===== src/rtl/sapc_pkg.sv =====
// shared types and constants of the sensor averaging and calibration core
`default_nettype none

package sapc_pkg;

    localparam int unsigned SAMPLE_W = 16;
    localparam int unsigned CAL_W    = 16;
    localparam int unsigned MV_W     = 14;
    localparam int unsigned TEMP_W   = 16;

    typedef struct packed {
        logic [SAMPLE_W-1:0] vbat_sample;
        logic [SAMPLE_W-1:0] temp_sample;
    } t_in_item;

    typedef struct packed {
        logic [MV_W-1:0]          vbat_millivolts;
        logic signed [TEMP_W-1:0] temp_centidegrees;
        logic                     cal_error;
    } t_out_item;

    typedef struct packed {
        logic [CAL_W-1:0] cal_low;
        logic [CAL_W-1:0] cal_high;
    } t_cal;

    // register indexes
    localparam logic CFG_CAL_LOW  = 1'b0;
    localparam logic CFG_CAL_HIGH = 1'b1;

    localparam logic [CAL_W-1:0] CAL_LOW_RST  = 16'd12252;
    localparam logic [CAL_W-1:0] CAL_HIGH_RST = 16'd16347;

    // 4 * 3300 mV full scale over a 65535 code range
    localparam logic [13:0] MV_SCALE   = 14'd13200;
    localparam logic [16:0] MV_DIVISOR = 17'd65535;

    // 80 degrees between calibration points, 30 degrees at the low point
    localparam logic [12:0] TEMP_SPAN   = 13'd8000;
    localparam logic [11:0] TEMP_OFFSET = 12'd3000;

    // window queue between accumulator and arithmetic
    localparam int unsigned QUEUE_DEPTH = 2;
    localparam int unsigned QUEUE_PTR_W = $clog2(QUEUE_DEPTH);
    localparam int unsigned QUEUE_CNT_W = $clog2(QUEUE_DEPTH + 1);

    // divider: quotient bits retired per cycle
    localparam int unsigned DIV_W      = 32;
    localparam int unsigned DIV_STEPS  = 4;
    localparam int unsigned DIV_CYCLES = DIV_W / DIV_STEPS;
    localparam int unsigned DIV_CNT_W  = $clog2(DIV_CYCLES);

    typedef enum logic [2:0] {
        S_IDLE,
        S_AVG_MUL,
        S_AVG_BACK,
        S_AVG_FIX,
        S_PREP,
        S_NUM,
        S_DIV,
        S_DONE
    } t_back_state;

endpackage

`default_nettype wire


===== src/rtl/sapc_front.sv =====
// window accumulator: takes sample pairs and hands each finished window to the queue
`default_nettype none

module sapc_front #(
    parameter int unsigned WINDOW_PAIRS = 16,
    parameter int unsigned SUM_W        = 20
) (
    input  wire                  i_clk,
    input  wire                  i_rst_n,
    input  wire                  i_in_valid,
    output logic                 o_in_ready,
    input  sapc_pkg::t_in_item   i_in_data,
    input  sapc_pkg::t_cal       i_cal,
    output logic                 o_push,
    input  wire                  i_push_ready,
    output logic [SUM_W-1:0]     o_push_vsum,
    output logic [SUM_W-1:0]     o_push_tsum,
    output sapc_pkg::t_cal       o_push_cal
);
    import sapc_pkg::*;

    localparam int unsigned CNT_W = $clog2(WINDOW_PAIRS);
    localparam logic [CNT_W-1:0] LAST_CNT = CNT_W'(WINDOW_PAIRS - 1);

    logic [CNT_W-1:0] r_count;
    logic [CNT_W-1:0] n_count;
    logic [SUM_W-1:0] r_vsum;
    logic [SUM_W-1:0] n_vsum;
    logic [SUM_W-1:0] r_tsum;
    logic [SUM_W-1:0] n_tsum;
    logic             last_pair;
    logic             accept;
    logic [SUM_W-1:0] vsum_add;
    logic [SUM_W-1:0] tsum_add;

    assign last_pair = (r_count == LAST_CNT);
    assign o_in_ready = !last_pair || i_push_ready;
    assign accept = i_in_valid && o_in_ready;

    assign vsum_add = r_vsum + SUM_W'(i_in_data.vbat_sample);
    assign tsum_add = r_tsum + SUM_W'(i_in_data.temp_sample);

    assign o_push      = accept && last_pair;
    assign o_push_vsum = vsum_add;
    assign o_push_tsum = tsum_add;
    assign o_push_cal  = i_cal;

    always_comb begin
        n_count = r_count;
        n_vsum  = r_vsum;
        n_tsum  = r_tsum;
        if (accept) begin
            if (last_pair) begin
                n_count = '0;
                n_vsum  = '0;
                n_tsum  = '0;
            end else begin
                n_count = r_count + 1'b1;
                n_vsum  = vsum_add;
                n_tsum  = tsum_add;
            end
        end
    end

    always_ff @(posedge i_clk) begin
        if (!i_rst_n) begin
            r_count <= '0;
            r_vsum  <= '0;
            r_tsum  <= '0;
        end else begin
            r_count <= n_count;
            r_vsum  <= n_vsum;
            r_tsum  <= n_tsum;
        end
    end

endmodule

`default_nettype wire


===== src/rtl/sapc_queue.sv =====
// short queue of finished window sums between accumulator and arithmetic
`default_nettype none

module sapc_queue #(
    parameter int unsigned DATA_W = 72
) (
    input  wire                i_clk,
    input  wire                i_rst_n,
    input  wire                i_push,
    output logic               o_push_ready,
    input  wire [DATA_W-1:0]   i_push_data,
    output logic               o_pop_valid,
    input  wire                i_pop,
    output logic [DATA_W-1:0]  o_pop_data
);
    import sapc_pkg::*;

    localparam logic [QUEUE_PTR_W-1:0] LAST_PTR = QUEUE_PTR_W'(QUEUE_DEPTH - 1);
    localparam logic [QUEUE_CNT_W-1:0] FULL_CNT = QUEUE_CNT_W'(QUEUE_DEPTH);

    logic [DATA_W-1:0]      r_mem [QUEUE_DEPTH];
    logic [QUEUE_PTR_W-1:0] r_wr_ptr;
    logic [QUEUE_PTR_W-1:0] n_wr_ptr;
    logic [QUEUE_PTR_W-1:0] r_rd_ptr;
    logic [QUEUE_PTR_W-1:0] n_rd_ptr;
    logic [QUEUE_CNT_W-1:0] r_count;
    logic [QUEUE_CNT_W-1:0] n_count;
    logic                   do_push;
    logic                   do_pop;

    assign o_push_ready = (r_count != FULL_CNT);
    assign o_pop_valid  = (r_count != '0);
    assign o_pop_data   = r_mem[r_rd_ptr];

    assign do_push = i_push && o_push_ready;
    assign do_pop  = i_pop && o_pop_valid;

    always_comb begin
        n_wr_ptr = r_wr_ptr;
        n_rd_ptr = r_rd_ptr;
        n_count  = r_count;
        if (do_push) begin
            n_wr_ptr = (r_wr_ptr == LAST_PTR) ? '0 : r_wr_ptr + 1'b1;
        end
        if (do_pop) begin
            n_rd_ptr = (r_rd_ptr == LAST_PTR) ? '0 : r_rd_ptr + 1'b1;
        end
        if (do_push && !do_pop) begin
            n_count = r_count + 1'b1;
        end else if (do_pop && !do_push) begin
            n_count = r_count - 1'b1;
        end
    end

    always_ff @(posedge i_clk) begin
        if (!i_rst_n) begin
            r_wr_ptr <= '0;
            r_rd_ptr <= '0;
            r_count  <= '0;
        end else begin
            r_wr_ptr <= n_wr_ptr;
            r_rd_ptr <= n_rd_ptr;
            r_count  <= n_count;
        end
    end

    always_ff @(posedge i_clk) begin
        if (do_push) begin
            r_mem[r_wr_ptr] <= i_push_data;
        end
    end

endmodule

`default_nettype wire


===== src/rtl/sapc_back.sv =====
// window arithmetic: averages, millivolt scaling and calibrated temperature division
`default_nettype none

module sapc_back #(
    parameter int unsigned WINDOW_PAIRS = 16,
    parameter int unsigned SUM_W        = 20
) (
    input  wire                  i_clk,
    input  wire                  i_rst_n,
    input  wire                  i_q_valid,
    output logic                 o_q_pop,
    input  wire [SUM_W-1:0]      i_q_vsum,
    input  wire [SUM_W-1:0]      i_q_tsum,
    input  sapc_pkg::t_cal       i_q_cal,
    output logic                 o_out_valid,
    input  wire                  i_out_ready,
    output sapc_pkg::t_out_item  o_out_data
);
    import sapc_pkg::*;

    localparam int unsigned PROD_W = 2 * SUM_W;
    localparam int unsigned QN_W   = SUM_W + SAMPLE_W;
    // floor(2^SUM_W / window): quotient estimate is low by at most one
    localparam logic [SUM_W-1:0] RECIP   = SUM_W'((64'd1 << SUM_W) / WINDOW_PAIRS);
    localparam logic [SUM_W-1:0] N_CONST = SUM_W'(WINDOW_PAIRS);
    localparam logic [DIV_CNT_W-1:0] DIV_LAST = DIV_CNT_W'(DIV_CYCLES - 1);
    localparam logic signed [33:0] TEMP_MAX = 34'sd32767;
    localparam logic signed [33:0] TEMP_MIN = -34'sd32768;

    t_back_state r_state;
    t_back_state n_state;

    logic [SUM_W-1:0]     r_vsum;
    logic [SUM_W-1:0]     r_tsum;
    t_cal                 r_cal;
    logic [PROD_W-1:0]    r_prod_v;
    logic [PROD_W-1:0]    r_prod_t;
    logic [SAMPLE_W-1:0]  r_q0_v;
    logic [SAMPLE_W-1:0]  r_q0_t;
    logic [SUM_W-1:0]     r_qn_v;
    logic [SUM_W-1:0]     r_qn_t;
    logic [SAMPLE_W-1:0]  r_avg_v;
    logic [SAMPLE_W-1:0]  r_avg_t;
    logic [CAL_W-1:0]     r_absdiff;
    logic [CAL_W-1:0]     r_den;
    logic                 r_neg;
    logic                 r_err;
    logic [29:0]          r_mv_prod;
    logic [MV_W-1:0]      r_mv;
    logic [DIV_W-1:0]     r_dvd;
    logic [CAL_W-1:0]     r_rem;
    logic [DIV_CNT_W-1:0] r_cnt;
    logic                 r_out_valid;
    t_out_item            r_out;

    logic                 out_free;
    logic                 out_load;
    logic [SAMPLE_W-1:0]  q0_v;
    logic [SAMPLE_W-1:0]  q0_t;
    logic [QN_W-1:0]      qn_full_v;
    logic [QN_W-1:0]      qn_full_t;
    logic [SUM_W-1:0]     rem_v;
    logic [SUM_W-1:0]     rem_t;
    logic [MV_W-1:0]      mv_q0;
    logic [16:0]          mv_r;
    logic [MV_W-1:0]      mv_val;
    logic [28:0]          num_mag;
    logic [DIV_W-1:0]     dvd_next;
    logic [CAL_W-1:0]     rem_next;
    logic signed [33:0]   temp_base;
    logic signed [33:0]   temp_wide;
    logic signed [TEMP_W-1:0] temp_sat;

    assign out_free = !r_out_valid || i_out_ready;

    // average estimate and back-multiplication for the correction step
    assign q0_v = r_prod_v[SUM_W +: SAMPLE_W];
    assign q0_t = r_prod_t[SUM_W +: SAMPLE_W];
    assign qn_full_v = {{SUM_W{1'b0}}, q0_v} * {{SAMPLE_W{1'b0}}, N_CONST};
    assign qn_full_t = {{SUM_W{1'b0}}, q0_t} * {{SAMPLE_W{1'b0}}, N_CONST};
    assign rem_v = r_vsum - r_qn_v;
    assign rem_t = r_tsum - r_qn_t;

    // divide by 65535: quotient from the top bits, remainder below twice the divisor
    assign mv_q0  = r_mv_prod[29:16];
    assign mv_r   = {1'b0, r_mv_prod[15:0]} + {3'b000, mv_q0};
    assign mv_val = (mv_r >= MV_DIVISOR) ? mv_q0 + 1'b1 : mv_q0;

    assign num_mag = {13'd0, r_absdiff} * {16'd0, TEMP_SPAN};

    // restoring division, several quotient bits per cycle
    always_comb begin
        logic [16:0] trial;
        logic [CAL_W-1:0] rem_w;
        logic [DIV_W-1:0] dvd_w;
        rem_w = r_rem;
        dvd_w = r_dvd;
        for (int i = 0; i < DIV_STEPS; i++) begin
            trial = {rem_w, dvd_w[DIV_W-1]};
            dvd_w = {dvd_w[DIV_W-2:0], 1'b0};
            if (trial >= {1'b0, r_den}) begin
                trial    = trial - {1'b0, r_den};
                dvd_w[0] = 1'b1;
            end
            rem_w = trial[CAL_W-1:0];
        end
        rem_next = rem_w;
        dvd_next = dvd_w;
    end

    // sign, offset and saturation
    assign temp_base = $signed({22'd0, TEMP_OFFSET});
    assign temp_wide = r_neg ? temp_base - $signed({2'b00, r_dvd})
                             : temp_base + $signed({2'b00, r_dvd});
    assign temp_sat = (temp_wide > TEMP_MAX) ? 16'sh7FFF :
                      (temp_wide < TEMP_MIN) ? 16'sh8000 : temp_wide[TEMP_W-1:0];

    always_comb begin
        n_state = r_state;
        case (r_state)
            S_IDLE: begin
                if (i_q_valid) begin
                    n_state = S_AVG_MUL;
                end
            end
            S_AVG_MUL:  n_state = S_AVG_BACK;
            S_AVG_BACK: n_state = S_AVG_FIX;
            S_AVG_FIX:  n_state = S_PREP;
            S_PREP:     n_state = S_NUM;
            S_NUM:      n_state = S_DIV;
            S_DIV: begin
                if (r_cnt == DIV_LAST) begin
                    n_state = S_DONE;
                end
            end
            S_DONE: begin
                if (out_free) begin
                    n_state = S_IDLE;
                end
            end
            default: n_state = S_IDLE;
        endcase
    end

    always_comb begin
        o_q_pop  = 1'b0;
        out_load = 1'b0;
        case (r_state)
            S_IDLE:  o_q_pop  = i_q_valid;
            S_DONE:  out_load = out_free;
            default: begin
                o_q_pop  = 1'b0;
                out_load = 1'b0;
            end
        endcase
    end

    always_ff @(posedge i_clk) begin
        if (!i_rst_n) begin
            r_state     <= S_IDLE;
            r_out_valid <= 1'b0;
        end else begin
            r_state <= n_state;
            if (out_load) begin
                r_out_valid <= 1'b1;
            end else if (i_out_ready) begin
                r_out_valid <= 1'b0;
            end
        end
    end

    always_ff @(posedge i_clk) begin
        case (r_state)
            S_IDLE: begin
                if (i_q_valid) begin
                    r_vsum <= i_q_vsum;
                    r_tsum <= i_q_tsum;
                    r_cal  <= i_q_cal;
                end
            end
            S_AVG_MUL: begin
                r_prod_v <= {{SUM_W{1'b0}}, r_vsum} * {{SUM_W{1'b0}}, RECIP};
                r_prod_t <= {{SUM_W{1'b0}}, r_tsum} * {{SUM_W{1'b0}}, RECIP};
            end
            S_AVG_BACK: begin
                r_q0_v <= q0_v;
                r_q0_t <= q0_t;
                r_qn_v <= qn_full_v[SUM_W-1:0];
                r_qn_t <= qn_full_t[SUM_W-1:0];
            end
            S_AVG_FIX: begin
                r_avg_v <= (rem_v >= N_CONST) ? r_q0_v + 1'b1 : r_q0_v;
                r_avg_t <= (rem_t >= N_CONST) ? r_q0_t + 1'b1 : r_q0_t;
            end
            S_PREP: begin
                r_absdiff <= (r_avg_t >= r_cal.cal_low) ? r_avg_t - r_cal.cal_low
                                                        : r_cal.cal_low - r_avg_t;
                r_den <= (r_cal.cal_high >= r_cal.cal_low)
                         ? r_cal.cal_high - r_cal.cal_low
                         : r_cal.cal_low - r_cal.cal_high;
                r_neg <= (r_avg_t < r_cal.cal_low) ^ (r_cal.cal_high < r_cal.cal_low);
                r_err <= (r_cal.cal_high == r_cal.cal_low);
                r_mv_prod <= {14'd0, r_avg_v} * {16'd0, MV_SCALE};
            end
            S_NUM: begin
                r_dvd <= {3'b000, num_mag};
                r_rem <= '0;
                r_cnt <= '0;
                r_mv  <= mv_val;
            end
            S_DIV: begin
                r_dvd <= dvd_next;
                r_rem <= rem_next;
                r_cnt <= r_cnt + 1'b1;
            end
            S_DONE: begin
                if (out_free) begin
                    r_out.vbat_millivolts   <= r_mv;
                    r_out.temp_centidegrees <= r_err ? '0 : temp_sat;
                    r_out.cal_error         <= r_err;
                end
            end
            default: begin
                r_cnt <= r_cnt;
            end
        endcase
    end

    assign o_out_valid = r_out_valid;
    assign o_out_data  = r_out;

endmodule

`default_nettype wire


===== src/rtl/sensor_average_two_point_calibration_core.sv =====
// top level of the sensor averaging core with two-point temperature calibration
`default_nettype none

// Takes one battery/temperature sample pair per cycle unless a window's last pair
// waits for room in the queue, and sums both channels over WINDOW_PAIRS pairs.
// Each finished window moves through a two-entry queue to the arithmetic section,
// which forms the truncated averages, the battery voltage in millivolts and the
// calibrated temperature in hundredths of a degree, then holds the result in an
// output register until it is taken. The arithmetic section works on one window
// at a time through the average, scaling and temperature divider steps (4 quotient
// bits a cycle) and pops the next only after its result is loaded. Windows that
// arrive faster than it finishes them stall the input once the queue is full.
// Calibration words apply to windows completed after the write.

module sensor_average_two_point_calibration_core #(
    parameter int unsigned WINDOW_PAIRS = 16
) (
    input  wire                  i_clk,
    input  wire                  i_rst_n,
    input  wire                  i_in_valid,
    output logic                 o_in_ready,
    input  sapc_pkg::t_in_item   i_in_data,
    output logic                 o_out_valid,
    input  wire                  i_out_ready,
    output sapc_pkg::t_out_item  o_out_data,
    input  wire                  i_cfg_we,
    input  wire                  i_cfg_index,
    input  wire [15:0]           i_cfg_wdata
);
    import sapc_pkg::*;

    localparam int unsigned SUM_W  = $clog2(WINDOW_PAIRS * ((1 << SAMPLE_W) - 1) + 1);
    localparam int unsigned DATA_W = 2 * SUM_W + $bits(t_cal);

    logic [CAL_W-1:0] r_cal_low;
    logic [CAL_W-1:0] r_cal_high;
    t_cal             cal;

    logic             push;
    logic             push_ready;
    logic [SUM_W-1:0] push_vsum;
    logic [SUM_W-1:0] push_tsum;
    t_cal             push_cal;
    logic             pop_valid;
    logic             pop;
    logic [DATA_W-1:0] pop_data;
    logic [SUM_W-1:0] pop_vsum;
    logic [SUM_W-1:0] pop_tsum;
    t_cal             pop_cal;

    always_ff @(posedge i_clk) begin
        if (!i_rst_n) begin
            r_cal_low  <= CAL_LOW_RST;
            r_cal_high <= CAL_HIGH_RST;
        end else if (i_cfg_we) begin
            case (i_cfg_index)
                CFG_CAL_LOW:  r_cal_low  <= i_cfg_wdata;
                CFG_CAL_HIGH: r_cal_high <= i_cfg_wdata;
                default: begin
                    r_cal_low <= r_cal_low;
                end
            endcase
        end
    end

    assign cal.cal_low  = r_cal_low;
    assign cal.cal_high = r_cal_high;

    sapc_front #(
        .WINDOW_PAIRS (WINDOW_PAIRS),
        .SUM_W        (SUM_W)
    ) u_front (
        .i_clk        (i_clk),
        .i_rst_n      (i_rst_n),
        .i_in_valid   (i_in_valid),
        .o_in_ready   (o_in_ready),
        .i_in_data    (i_in_data),
        .i_cal        (cal),
        .o_push       (push),
        .i_push_ready (push_ready),
        .o_push_vsum  (push_vsum),
        .o_push_tsum  (push_tsum),
        .o_push_cal   (push_cal)
    );

    sapc_queue #(
        .DATA_W (DATA_W)
    ) u_queue (
        .i_clk        (i_clk),
        .i_rst_n      (i_rst_n),
        .i_push       (push),
        .o_push_ready (push_ready),
        .i_push_data  ({push_vsum, push_tsum, push_cal}),
        .o_pop_valid  (pop_valid),
        .i_pop        (pop),
        .o_pop_data   (pop_data)
    );

    assign pop_vsum = pop_data[DATA_W-1 -: SUM_W];
    assign pop_tsum = pop_data[DATA_W-SUM_W-1 -: SUM_W];
    assign pop_cal  = pop_data[$bits(t_cal)-1:0];

    sapc_back #(
        .WINDOW_PAIRS (WINDOW_PAIRS),
        .SUM_W        (SUM_W)
    ) u_back (
        .i_clk        (i_clk),
        .i_rst_n      (i_rst_n),
        .i_q_valid    (pop_valid),
        .o_q_pop      (pop),
        .i_q_vsum     (pop_vsum),
        .i_q_tsum     (pop_tsum),
        .i_q_cal      (pop_cal),
        .o_out_valid  (o_out_valid),
        .i_out_ready  (i_out_ready),
        .o_out_data   (o_out_data)
    );

endmodule

`default_nettype wire


===== config.mk =====
export PLATFORM = sky130hd
export DESIGN_NAME = sensor_average_two_point_calibration_core
export DESIGN_NICKNAME = d
export VERILOG_FILES = /design/src/rtl/sapc_pkg.sv /design/src/rtl/sapc_front.sv /design/src/rtl/sapc_queue.sv /design/src/rtl/sapc_back.sv /design/src/rtl/sensor_average_two_point_calibration_core.sv
export SDC_FILE = /design/constraint.sdc
export NUM_CORES = 1
export LEC_CHECK = 0
export ABC_AREA = 1
export BUFFER_PORTS_ARGS = -buffer_cell sky130_fd_sc_hd__buf_4
export CORE_ASPECT_RATIO = 0.7
export CORE_MARGIN = 4
export CORE_UTILIZATION = 64
export DETAILED_ROUTE_END_ITERATION = 12
export PLACE_DENSITY_LB_ADDON = 0.3
export SYNTH_ARGS = -nofsm -noshare
export SYNTH_HDL_FRONTEND = slang
export SYNTH_HIERARCHICAL = 1
export SYNTH_SLANG_ARGS = --single-unit

===== constraint.sdc =====
create_clock -name i_clk -period 9.21 [get_ports i_clk]
set_input_delay 0.4605 -clock i_clk [delete_from_list [all_inputs] [get_ports i_clk]]
set_output_delay 0.4605 -clock i_clk [all_outputs]
set_load 0.01 [all_outputs]

==> impl_metrics.tcl <==
set metrics [dict create \
    wirelength_um 95900 \
    vias_per_cell 5.77 \
    avgSynthCellArea_um2 8.88 \
    skew_ns 0.0466 \
    grt_max_degree 66 \
    io_pins 87 \
    port_buffers 86 \
    critical_path_class "flop to flop" \
    die_w_um 302 \
    power_frac_seq_pct 45.7 \
    start_util_pct 64.5 \
    dr.pass1.iters 6 \
    final_area_um2 41800 \
    final_util_pct 69.8 \
    ctsLongestPathBuffers 3 \
    ctsHtreeMaxLevel 2 \
    clk_pin_slew_ns 0.06 \
    clk_latency_ns 0.62 \
    seq_area_um2 15000 \
    routedWlPerCell_um 18.2 \
    pre_cts_slack_ns 0.435 \
    max-slew-margin-rel_pct 34.2 \
    swShare_pct 26.3 \
    worstMarginPinSlew_ns 0.984 \
    fp-row-count 75 \
    tns_ns 0 \
    clock-sinks 529 \
    grt_pass1_vias 28192 \
    grt_pass1_wl_um 152000 \
    rsz0062_at_grt "no" \
    dieHeight_um 214 \
    remaining_drc_errors 0 \
    antenna_left 0 \
    drive_above_1_share_pct 9.10 \
    placed_cell_area_um2 39800 \
    start_kind "flop" \
    drv_cap 0 \
    fillers 4579 \
    combPwrFrac_pct 15.3 \
    arrival_ns 8.93 \
    grt_overflow_total 0 \
    fmaxAchievable_mhz 118 \
    worstPathMaxFanout 21 \
    critPathCaptureType "flop" \
    cpPeakStageDelay_ns 0.49 \
    status "finished clean" \
    final_nets 4932 \
    dr_total_vias 30406 \
    core_um2 59900 \
    num_antenna_cells 0 \
    finalCritPeriodShare_pct 92.1 \
    yosys_warnings 6 \
    cts_tree "built" \
    clockPowerShare_pct 39.0 \
    p_int_w 0.00440 \
    hold_violations 0 \
    power.density_nw_per_um2 143 \
    vdd_drop_max_mv 0.188 \
    place_congestion 0.969 \
    initialDrtViolationCount 3020 \
    p_leak_nw 18.6 \
    fin_ws_ns 0.724 \
    root_buffer "clkbuf_16" \
    areaGrowthSynthToFinish_pct 8.13 \
    track_usage_pct 29.5 \
    antenna_found_initial 1 \
    numCtsBuffers 51 \
    dp_hpwl_um 72500 \
    slowest_stage "edfxtp_1" \
    hp-class "input port to flop" \
    worstPathRequired_ns 9.66 \
    setup_viol 0 \
    total_power_w 0.00597 \
    finalCriticalPeriod_ns 8.49 \
    syn_area_um2 38600 \
    syn_inst 4352 \
    multiInputGateArea_um2 21000 \
    die_area_um2 64400 \
    drv_slew 0 \
    cp_common_cell "nand2_1" \
    netSwitchingPower_w 0.00157 \
    syn-num-nets 4865 \
]
[worst max-delay path, delay by kind of cell (launching register included)]
family | cells | cell delay [ns]
adders and majority gates | 4 | 1.30
buffers and inverters | 7 | 1.41
and+or+nand+nor | 29 | 3.39
AOI/OAI and AO/OA | 11 | 1.71
DFF | 1 | 0.49
[final cells by class]
type                       count  area share [%]
multi-input combinational   3194            50.2
sequential                   529            36.0
inverter                     521            4.71
clock buffer                  64            3.47
tap                          808            2.42
timing repair buffer         122            2.19
clock inverter                30            1.04
[registers in the layout, summed over array words and instances (netlist names), 4 cells and up, named ones only]
name and flops:
r_cal_low 16, u_back/r_avg_t 16, u_back/r_den 16, u_back/r_prod_v 16
u_back/r_q0_v 16, u_back/r_cal 32, u_back/r_prod_t 16, u_front/r_tsum 20
r_cal_high 16, u_queue/r_mem 128, u_back/r_absdiff 16, u_back/r_avg_v 16
u_back/r_vsum 16, u_back/o_out_data 31, u_back/r_dvd 32, u_back/r_rem 16
u_front/r_count 4, u_back/r_tsum 16, u_back/r_mv_prod 26, u_back/r_qn_t 16
u_front/r_vsum 20, u_back/r_mv 14
[placed cells by master (no fill, tap or decap), types with 114 or more instances in the layout]
cell type / instances
inv_1: 498
xor2_1: 148
o21ai_0: 163
a21oi_1: 257
fa_1: 114
nand2_1: 1016
ha_1: 345
edfxtp_1: 444
buf_4: 122
nor2_1: 295
nand3_1: 303
[power groups by stage]
| stage | Sequential [W] | Clock (W) | Combinational (W) |
|---|---|---|---|
| 6_report | 0.00273 | 0.00233 | 0.000912 |
| 5_1_grt | 0.00273 | 0.00248 | 0.00102 |
| 4_1_cts | 0.00272 | 0.00237 | 0.000896 |
| 3_5_place_dp | 0.00277 | 0 | 0.000882 |
| 3_3_place_gp | 0.00277 | 0 | 0.000858 |
| 2_1_floorplan | 0.00276 | 0 | 0.000682 |
[per-stage QoR]
stage | hold slack, ns | cells
finish | 0.0523 | 5268
floorplan | 0.400 | 4352
global route | 0.0372 | 5268
detailed placement | 0.405 | 5168
CTS | 0.0149 | 5262
global placement | 0.401 | 5168
[worst paths after layout]
check	from	end	slack (ns)	depth (start not counted)
min	i_cfg_wdata[1]	r_cal_high[1]$_SDFFE_PN1P_	0.05	3
min reg2reg	u_back/r_mv[4]$_DFFE_PP_	u_back/o_out_data[21]$_DFFE_PP_	0.42	0
max reg2reg	u_back/r_den[1]$_DFFE_PP_	u_back/r_rem[11]$_SDFFCE_PN0P_	0.72	51
max	u_back/r_den[1]$_DFFE_PP_	u_back/r_rem[11]$_SDFFCE_PN0P_	0.72	51
[layer usage]
metal  GRT usage (%)  wire (um)  up-vias
met5               0          0        -
met4            5.88       1690        0
met3            4.52       8540      140
met2            44.6      41100     1330
met1            45.4      44600    14221
li1                -          -    14715
[repair_timing]
item / in CTS / in global routing
setup buffers: 0 / 6
hold buffers: 0 / 0
setup endpoints to repair: 0 / 17
endpoints found under the hold margin: 0 / 0
gates resized for setup: 0 / 7
(Power assumes the default switching activity.)
